`config.mk`:
```
export PLATFORM = sky130hd
export DESIGN_NAME = open_address_hash_table_core
export DESIGN_NICKNAME = d
export VERILOG_FILES = /design/src/sv/oaht_pkg.sv /design/src/sv/open_address_hash_table_core.sv
export SDC_FILE = /design/constraint.sdc
export NUM_CORES = 1
export LEC_CHECK = 0
export ABC_AREA = 1
export BUFFER_PORTS_ARGS = -buffer_cell sky130_fd_sc_hd__buf_4
export CAP_MARGIN = 20
export CELL_PAD_IN_SITES_DETAIL_PLACEMENT = 1
export CELL_PAD_IN_SITES_GLOBAL_PLACEMENT = 2
export CORE_MARGIN = 2
export CORE_UTILIZATION = 41
export DETAILED_ROUTE_END_ITERATION = 6
export HOLD_SLACK_MARGIN = 0.12
export PLACE_DENSITY = 0.84
export REMOVE_ABC_BUFFERS = 1
export SLEW_MARGIN = 20
export SYNTH_ARGS = -nofsm -noshare
export SYNTH_HDL_FRONTEND = slang
export SYNTH_SLANG_ARGS = --single-unit
```
`constraint.sdc`:
```
create_clock -name i_clk -period 5.7 [get_ports i_clk]
set_input_delay 0.855 -clock i_clk [delete_from_list [all_inputs] [get_ports i_clk]]
set_output_delay 0.855 -clock i_clk [all_outputs]
set_load 0.01 [all_outputs]
```
`src/sv/oaht_pkg.sv`:
```
`default_nettype none

package oaht_pkg;

    // table geometry, slot count must be a power of two
    localparam int TableSlots = 8;
    localparam int SlotW      = $clog2(TableSlots);
    localparam int KeyW       = 31;
    localparam int CmdW       = 2;
    localparam int StatusW    = 2;
    localparam int OutSlotW   = 3;
    localparam int MarkW      = 2;
    localparam int EntryW     = MarkW + KeyW;

    typedef logic [SlotW-1:0] t_slot;
    typedef logic [KeyW-1:0]  t_key;

    typedef enum logic [CmdW-1:0] {
        CMD_INSERT = 2'd0,
        CMD_DELETE = 2'd1,
        CMD_SEARCH = 2'd2,
        CMD_NONE   = 2'd3
    } t_cmd;

    typedef enum logic [MarkW-1:0] {
        MARK_EMPTY = 2'd0,
        MARK_USED  = 2'd1,
        MARK_TOMB  = 2'd2,
        MARK_SPARE = 2'd3
    } t_mark;

    typedef enum logic [StatusW-1:0] {
        ST_OK       = 2'd0,
        ST_ABSENT   = 2'd1,
        ST_FULL     = 2'd2,
        ST_RESERVED = 2'd3
    } t_status;

    typedef enum logic [1:0] {
        S_IDLE,
        S_PROBE,
        S_REJECT
    } t_state;

    // one slot entry as held in the slot memory
    typedef struct packed {
        t_mark mark;
        t_key  key;
    } t_entry;

endpackage

`default_nettype wire

```
`src/sv/open_address_hash_table_core.sv`:
```
`default_nettype none

// Hash table with linear probing and tombstones over oaht_pkg::TableSlots slots (8).
// Each request (insert, delete or search on a 31-bit key) gives exactly one result:
// a status (0 done or found, 1 key not present, 2 table full) and a slot, which is
// the slot touched when the status is 0 and zero otherwise. One request is worked
// at a time. The slot store is a single-port synchronous memory with registered
// read data; the probe reads one slot per cycle, starting at the key's home slot
// (key modulo the slot count) and wrapping, so a request probes at most TableSlots
// slots, and a request with an unknown command gets status 1. A finished result
// sits in an output register, so the next request is accepted while it waits.
// Slot marks read as empty after reset through per-slot valid flags; no clearing
// pass is needed.
module open_address_hash_table_core (
    input  wire logic        i_clk,
    input  wire logic        i_rst_n,
    // request side
    input  wire logic        s_axis_tvalid,
    output logic             s_axis_tready,
    input  wire logic [31:0] s_axis_tdata,  // [30:0] key, [31] zero
    input  wire logic [1:0]  s_axis_tuser,  // [1:0] command
    // result side
    output logic             m_axis_tvalid,
    input  wire logic        m_axis_tready,
    output logic [7:0]       m_axis_tdata,  // [2:0] slot, [7:3] zero
    output logic [1:0]       m_axis_tuser   // [1:0] status
);

    localparam int Slots = oaht_pkg::TableSlots;

    // slot memory and per-slot written flags
    oaht_pkg::t_entry mem [Slots];
    logic [Slots-1:0]  r_valid;
    oaht_pkg::t_entry  r_rd_data;

    oaht_pkg::t_state  r_state, n_state;
    oaht_pkg::t_cmd    r_cmd;
    oaht_pkg::t_key    r_key;
    oaht_pkg::t_slot   r_addr, n_addr, addr_next;
    oaht_pkg::t_slot   r_cnt;

    logic              r_o_valid;
    oaht_pkg::t_status r_o_status;
    logic [2:0]        r_o_slot;

    logic              in_acc;
    logic              out_free;
    logic              fin;
    logic              wr_en;
    oaht_pkg::t_entry  wr_data;
    oaht_pkg::t_status fin_status;
    oaht_pkg::t_mark   cur_mark;
    logic              last_probe;
    oaht_pkg::t_slot   home;

    assign in_acc    = s_axis_tvalid && s_axis_tready;
    assign out_free  = !r_o_valid || m_axis_tready;
    assign home      = oaht_pkg::t_slot'(s_axis_tdata[oaht_pkg::SlotW-1:0]);
    assign addr_next = (r_addr == oaht_pkg::t_slot'(Slots - 1))
                       ? '0 : r_addr + oaht_pkg::t_slot'(1);
    assign last_probe = (r_cnt == oaht_pkg::t_slot'(Slots - 1));
    // a slot never written reads as empty
    assign cur_mark  = r_valid[r_addr] ? r_rd_data.mark : oaht_pkg::MARK_EMPTY;

    // probe decision for the slot just read
    always_comb begin
        fin        = 1'b0;
        wr_en      = 1'b0;
        fin_status = oaht_pkg::ST_ABSENT;
        wr_data    = r_rd_data;
        if (r_cmd == oaht_pkg::CMD_INSERT) begin
            if (cur_mark != oaht_pkg::MARK_USED) begin
                fin        = 1'b1;
                wr_en      = 1'b1;
                fin_status = oaht_pkg::ST_OK;
                wr_data    = '{mark: oaht_pkg::MARK_USED, key: r_key};
            end else if (last_probe) begin
                fin        = 1'b1;
                fin_status = oaht_pkg::ST_FULL;
            end
        end else begin
            if (cur_mark == oaht_pkg::MARK_EMPTY) begin
                fin = 1'b1;
            end else if (cur_mark == oaht_pkg::MARK_USED && r_rd_data.key == r_key) begin
                fin        = 1'b1;
                fin_status = oaht_pkg::ST_OK;
                wr_en      = (r_cmd == oaht_pkg::CMD_DELETE);
                wr_data    = '{mark: oaht_pkg::MARK_TOMB, key: r_rd_data.key};
            end else if (last_probe) begin
                fin = 1'b1;
            end
        end
    end

    // next state
    always_comb begin
        n_state = r_state;
        unique case (r_state)
            oaht_pkg::S_IDLE: begin
                if (in_acc) begin
                    if (oaht_pkg::t_cmd'(s_axis_tuser) == oaht_pkg::CMD_NONE) begin
                        n_state = oaht_pkg::S_REJECT;
                    end else begin
                        n_state = oaht_pkg::S_PROBE;
                    end
                end
            end
            oaht_pkg::S_PROBE: begin
                if (fin && out_free) begin
                    n_state = oaht_pkg::S_IDLE;
                end
            end
            oaht_pkg::S_REJECT: begin
                if (out_free) begin
                    n_state = oaht_pkg::S_IDLE;
                end
            end
            default: n_state = oaht_pkg::S_IDLE;
        endcase
    end

    // outputs of the state machine: ready and read address
    always_comb begin
        s_axis_tready = 1'b0;
        n_addr        = r_addr;
        unique case (r_state)
            oaht_pkg::S_IDLE: begin
                s_axis_tready = 1'b1;
                n_addr        = home;
            end
            oaht_pkg::S_PROBE: begin
                if (!fin) begin
                    n_addr = addr_next;
                end
            end
            oaht_pkg::S_REJECT: begin
                n_addr = r_addr;
            end
            default: n_addr = r_addr;
        endcase
    end

    // slot memory, read data registered
    always_ff @(posedge i_clk) begin
        if (r_state == oaht_pkg::S_PROBE && fin && out_free && wr_en) begin
            mem[r_addr] <= wr_data;
        end
        r_rd_data <= mem[n_addr];
    end

    // control registers
    always_ff @(posedge i_clk) begin
        if (!i_rst_n) begin
            r_state   <= oaht_pkg::S_IDLE;
            r_valid   <= '0;
            r_o_valid <= 1'b0;
        end else begin
            r_state <= n_state;
            if (r_state == oaht_pkg::S_PROBE && fin && out_free && wr_en) begin
                r_valid[r_addr] <= 1'b1;
            end
            if (r_state == oaht_pkg::S_PROBE && fin && out_free) begin
                r_o_valid <= 1'b1;
            end else if (r_state == oaht_pkg::S_REJECT && out_free) begin
                r_o_valid <= 1'b1;
            end else if (m_axis_tready) begin
                r_o_valid <= 1'b0;
            end
        end
    end

    // request and result payload
    always_ff @(posedge i_clk) begin
        r_addr <= n_addr;
        if (in_acc) begin
            r_cmd <= oaht_pkg::t_cmd'(s_axis_tuser);
            r_key <= s_axis_tdata[oaht_pkg::KeyW-1:0];
            r_cnt <= '0;
        end else if (r_state == oaht_pkg::S_PROBE && !fin) begin
            r_cnt <= r_cnt + oaht_pkg::t_slot'(1);
        end
        if (r_state == oaht_pkg::S_PROBE && fin && out_free) begin
            r_o_status <= fin_status;
            r_o_slot   <= (fin_status == oaht_pkg::ST_OK) ? 3'(r_addr) : 3'd0;
        end else if (r_state == oaht_pkg::S_REJECT && out_free) begin
            r_o_status <= oaht_pkg::ST_ABSENT;
            r_o_slot   <= 3'd0;
        end
    end

    assign m_axis_tvalid = r_o_valid;
    assign m_axis_tdata  = {5'd0, r_o_slot};
    assign m_axis_tuser  = r_o_status;

endmodule

`default_nettype wire
```
# ---- After elaboration in Yosys (flattened, before gate mapping)
# Memory sizes are Yosys's and may differ from the RTL's. A register that Yosys moved wholly into a read port is not among the register bits.
# Index checks and enable logic that the tools add are counted.
dict set report word_totals {
  regBits 55
  latchBits 0
  ram_bits 264
  romBits 0
  inputBits 38
  output_inout_bits 12
  word_cells 88
  mem_count 1
}
# memory depth width rd rd_clocked_by_memory_dff write_ports line_no
set memory_table {}
lappend memory_table {mem 8 33 1 1 1 open_address_hash_table_core.sv:32} ;# oaht_pkg::t_entry mem [Slots];
dict set report classes {
  n_addsub 2
  multipliers 0
  div_mod_pow 0
  n_lt_le_gt_ge 2
  n_eq_ne 12
  n_shift 0
  mux 42
  n_bitwise 1
  reduce_logical 19
}
# cell n
set ops {}
lappend ops {{$mux W33} 4}
lappend ops {{$eq A31 B31 Y1} 1}
lappend ops {{$mux W2} 10}
lappend ops {{$mux W1} 19}
lappend ops {{$mux W3} 5}
lappend ops {{$logic_and A1 B1 Y1} 9}
lappend ops {{$logic_not A2 Y1} 4}
lappend ops {{$or A8 B8 Y8} 1}
lappend ops {{$add A3 B1 Y3 const B} 2}
lappend ops {{$eq A2 B1 Y1 const B} 3}
lappend ops {{$eq A3 B3 Y1 const B} 2}
lappend ops {{$ne A2 B2 Y1 const B} 3}
lappend ops {{$pmux W2 S3} 1}
lappend ops {{$pmux W3 S2} 1}
lappend ops {{$eq A2 B2 Y1 const B} 2}
lappend ops {{$lt A3 B4 Y1 const B} 1}
lappend ops {{$bmux W1 S3} 1}
lappend ops {{$demux W1 S3} 1}
lappend ops {{$ge A3 B1 Y1 const B} 1}
lappend ops {{$reduce_and A3 Y1} 1}
lappend ops {{$reduce_bool A3 Y1} 1}
lappend ops {{$logic_not A1 Y1} 2}
lappend ops {{$ne A2 B1 Y1 const B} 1}
lappend ops {{$reduce_bool A2 Y1} 1}
lappend ops {{$logic_or A1 B1 Y1} 1}

# ---- Logic depth before layout (Yosys ltp)
dict set report logic_depth {
  ltp_word 13
  depth_mapped 22
  mapped_depth_nobuf 20
}

# ---- Worst setup path after synthesis
# OpenSTA, ideal clock, no wires.
dict set report synth_timing {
  kind {reg-to-reg}
  from {register r_addr[2]}
  to {memory mem[7][0] (netlist name), enable pin}
  setup_time_ps 467
  arrival_time_ps 3925
  required_ps 5233
  slack_ps 1308
  path_stages_with_launch 15
  n_path_buf 0
  period_less_slack_ps 4392
  cell_sequence {dfxtp_1 -> inv_2 -> nor2_1 -> nand3_1 -> nand3_1 -> nor2_2 -> nor2_4 -> nand3_2 -> nand2_2 -> nand2_2 -> nor2_1 -> nand2_1 -> inv_1 -> nand2_1 -> nor3_1}
}
dict set report synth_between {
  elab_chain_len 13
  elab_cells_between_ends 20
  classes_between {2 x eq/ne; 13 x mux; 5 x reduce/logical}
}
# item line_no
set synth_lines {}
lappend synth_lines {{start: declaration} open_address_hash_table_core.sv:39} ;# oaht_pkg::t_slot r_addr, n_addr, addr_next;
lappend synth_lines {{start signal: assignment} open_address_hash_table_core.sv:174} ;# r_addr <= n_addr;
lappend synth_lines {{$bmux W1 S3} open_address_hash_table_core.sv:63} ;# assign cur_mark = r_valid[r_addr] ? r_rd_data.mark : oaht_pkg::MARK_EMPTY;
lappend synth_lines {{$mux W1 (implied by the code)} open_address_hash_table_core.sv:63}
lappend synth_lines {{$mux W2} open_address_hash_table_core.sv:63}
lappend synth_lines {{$eq A2 B1 Y1} open_address_hash_table_core.sv:84} ;# end else if (cur_mark == oaht_pkg::MARK_USED && r_rd_data.key == r_key) begin
lappend synth_lines {{$logic_and A1 B1 Y1} open_address_hash_table_core.sv:84}
lappend synth_lines {{$mux W1} open_address_hash_table_core.sv:84}
lappend synth_lines {{$mux W1} open_address_hash_table_core.sv:82} ;# if (cur_mark == oaht_pkg::MARK_EMPTY) begin
lappend synth_lines {{$mux W1} open_address_hash_table_core.sv:71} ;# if (r_cmd == oaht_pkg::CMD_INSERT) begin
lappend synth_lines {{$logic_and A1 B1 Y1 (3 in series)} open_address_hash_table_core.sv:145} ;# if (r_state == oaht_pkg::S_PROBE && fin && out_free && wr_en) begin
lappend synth_lines {{$mux W1} open_address_hash_table_core.sv:145}
lappend synth_lines {{$mux W1 (implied by the code)} open_address_hash_table_core.sv:146} ;# mem[r_addr] <= wr_data;
lappend synth_lines {{end: declaration} open_address_hash_table_core.sv:32}
# Several ways; a longest one is shown, not always the timed one. The select of a mux whose other input is x is not followed.

# ---- Final worst setup path
dict set report layout_timing {
  from {register r_key[15]}
  to {register r_rd_data[2] (netlist name)}
}
dict set report layout_between {
  elab_chain_len 7
}
# item line_no
set layout_lines {}
lappend layout_lines {{start: declaration} open_address_hash_table_core.sv:38} ;# oaht_pkg::t_key r_key;
lappend layout_lines {{start signal: assignment} open_address_hash_table_core.sv:177} ;# r_key <= s_axis_tdata[oaht_pkg::KeyW-1:0];
lappend layout_lines {{$eq A31 B31 Y1} open_address_hash_table_core.sv:84}
lappend layout_lines {{$logic_and A1 B1 Y1} open_address_hash_table_core.sv:84}
lappend layout_lines {{$mux W1} open_address_hash_table_core.sv:84}
lappend layout_lines {{$mux W1} open_address_hash_table_core.sv:82}
lappend layout_lines {{$mux W1} open_address_hash_table_core.sv:71}
lappend layout_lines {{$mux W3} open_address_hash_table_core.sv:132} ;# if (!fin) begin
lappend layout_lines {{$pmux W3 S2} open_address_hash_table_core.sv:126} ;# unique case (r_state)
# No other way between the ends.
# A chain may end at the register's enable or synchronous reset.

==> results.cfg <==
[floorplan]
dieArea_um2 = 39000
core_area_um2 = 36700
start_util = 0.418
fp.dieW_um = 197
die_h_um = 197
num_rows = 70
ioPinCount = 50

[cts]
cts_repair_resize_count = 0
cts_hold_buffers = 0
cts_buffer_depth = 3
cts_htree_levels = 2
cts_root_buf = clkbuf_16
post_cts_buffers = 0
clock_sink_count = 352
cts.clk_slew.worst_paths_ns = 0.06
numCtsBuffers = 40
cts_tree = done
clock_latency_ns = 0.54

[cells_and_area]
finish.utilization = 0.474
fillers = 4015
regArea_um2 = 10100
syn_to_final_growth_pct = 13.5
nNetsFinal = 1586
finalNonFillerCells = 2042
diodes = 0
design_area_um2 = 17400
drive_gt1_frac = 0.109
multi_input_area_um2 = 3800

[yosys]
synth-xor-area-share = 0.0154
synth_compound_gate_area_share = 0.00792
synth_cells = 1507
synth_top_family_by_area = simple AND/OR/NAND/NOR gates
yosysSeqAreaShare = 0.657
synth-seq-cells = 352
synth_cell_type_count = 32
synthMuxAreaShare = 0.0198
synth_area_um2 = 15300
synth.avg_cell_area_um2 = 10.2
synth_warnings = 0
synth-adder-area-share = 0.00326
synthSimpleGateAreaFrac = 0.196

[flow_run]
maxCapViolCount = 0

[sta]
relSlewSlack = 0.334
hold_violations = 0
worstMarginPinSlew_ns = 0.988
drv_slew = 0
fmax_mhz = 239
fin_crit_ns = 4.18
fin_crit_sh = 0.734
clock_skew_ns = 0.0233
rsz0062_at_grt = false
setup_ws_ns = 1.52
tns_ns = 0
setup_viol = 0

[setup_path]
worstPathMaxFanout = 133
worstSetupPathType = reg -> reg
crit_family = simple AND/OR/NAND/NOR gates
crit_arrival_ns = 4.60
crit_required_ns = 6.12
cp_slowest_stage_delay_ns = 1.02
crit_path_frequent_cell = nand2_1
cp_slowest_cell = nand2_8
worstPathCellList = xnor2_1, nand2_1, nor2_1, nand2_1, nor2_1, nand3_2, nand2_2, nand2_2, nand2_1, nand3_4, nand2_8, nand2_1, nand3_1, nand2_1, nand2_1, nand2_1
endpoint_kind = register
worstSetupStartpointType = register
path_buf_inv = 0

[grt]
grt_overflow = 0
grt_max_degree = 134
grt_pass1_vias = 10600
grt.total_usage = 0.198
grt_pass1_wl_mm = 59.0
antenna_found_initial = 0

[pwr]
intPower_w = 0.00477
p_comb_frac = 0.113
clkPwrFrac = 0.407
p_switching_w = 0.00156
peakVddDrop_v = 0.000199
power_density_nw_per_um2 = 364
swShare = 0.247
p_leak_nw = 7.61
seq_power_share = 0.480

[place]
placed_area_um2 = 16100
dp.cells = 1970
io_buffers = 43
hpwl_mm = 20.6
place.gp.congestion = 0.737
place_ws_ns = 1.53

[drt]
drtIter0Drc = 482
drt-wirelength-per-cell_um = 18.4
drt-pass1-iter-count = 5
final_antenna_net_count = 0
wirelength_mm = 37.6
post-route-drc-count = 0
via_count = 10200
viasPerCell = 5.01

[outcome]
status = completed

[min_path]
hold_path.class = reg -> reg
-- state kept, by name, summed over array words and instances, names as in the netlist, 3 cells and up --
| register | cells |
|---|---|
| mem | 264 |
| r_valid | 8 |
| r_cnt | 3 |
| r_o_slot | 3 |
| r_addr | 3 |
| r_key | 31 |
| r_rd_data | 33 |
-- cells in the final DEF, fill, tap and decap left out, types with 2 or more instances in the layout --
cell and n:
conb_1 5, ha_1 4, nor2_1 41, inv_2 2, inv_6 2, nor2_4 3
bufinv_16 3, o22ai_1 2, clkinv_1 9, nand2_2 3, nand3_1 280, dfxtp_1 50
mux2_2 27, clkbuf_8 8, o21ai_0 5, nand2_1 362, inv_1 294, clkbuf_16 41
edfxtp_1 302, a21oi_1 9, xnor2_1 26, clkinv_2 9, buf_4 62, clkbuf_1 7
nor2_2 2
-- through the flow --
step                hold slack, ns  total power (W)
CTS                          0.460          0.00639
floorplan                    0.435          0.00356
finish                       0.458          0.00633
detailed placement           0.452          0.00382
global placement             0.450          0.00379
global route                 0.468          0.00658
-- synthesized netlist by cell type, drive strengths merged --
cell type  instances  area share
ha                 4      0.0033
o21ai              7      0.0023
o31ai              1     0.00049
nand2            366       0.090
inv              305       0.075
xor2               1     0.00057
buf               46       0.019
xnor2             26       0.015
conb               1     0.00024
clkinv             1     0.00024
nand3            282       0.093
clkbuf            25      0.0061
nor2              46       0.012
o22ai              2     0.00082
o211ai             1     0.00049
dfxtp             50       0.065
nand3b             1     0.00049
a21oi             10      0.0033
edfxtp           302        0.59
nor3               2     0.00065
mux2              27       0.020
a2bb2oi            1     0.00057
-- layout make-up --
type                            count  area share
Multi-Input combinational cell    782       0.218
Clock inverter                     16     0.00956
Tap cell                          468      0.0336
Clock buffer                       56      0.0668
Sequential cell                   352       0.579
Inverter                          306      0.0663
Timing Repair Buffer               62      0.0267
-- worst reg2reg max path, stage by stage (launching register included) --
cell and delay (ns):
edfxtp_1 0.42, xnor2_1 0.22, nand2_1 0.07, nor2_1 0.20
nand2_1 0.18, nor2_1 0.24, nand3_2 0.17, nand2_2 0.12
nand2_2 0.10, nand2_1 0.13, nand3_4 0.66, nand2_8 1.03
nand2_1 0.19, nand3_1 0.12, nand2_1 0.08, nand2_1 0.08
nand2_1 0.10
-- layer usage --
layer | track usage | wire length [um]
met4 | 0.0443 | 629
met5 | 0 | 0
met2 | 0.348 | 18600
met1 | 0.259 | 17100
met3 | 0.0278 | 1240
-- path summary, 6_finish.rpt --
path,startpoint,end,slack (ns),cells past startpoint
worst max-delay path,r_key[15],r_rd_data[2],1.52,16
worst min register to register,r_valid[5],r_valid[5],0.46,2
worst max register to register,r_key[15],r_rd_data[2],1.52,16
worst min-delay path,r_valid[5],r_valid[5],0.46,2
-- kinds of logic after synthesis --
kind of cell,after synthesis
XOR/XNOR,27
other,1
buffers and inverters,377
AND/OR/NAND/NOR,697
adder cells (fa/ha/maj),4
AO/OA/AOI/OAI,22
multiplexers,27
flip-flops,352
-- power by group through the flow --
| stage | clock network, W | registers [W] | logic (W) |
|---|---|---|---|
| after floorplan | 0 | 0.00308 | 0.000482 |
| after global placement | 0 | 0.00309 | 0.000699 |
| after detailed placement | 0 | 0.00309 | 0.000723 |
| after CTS | 0.00263 | 0.00304 | 0.000729 |
| after global routing | 0.00272 | 0.00305 | 0.000810 |
| final | 0.00258 | 0.00304 | 0.000716 |
Note: power is estimated with default switching activity, not from simulation.
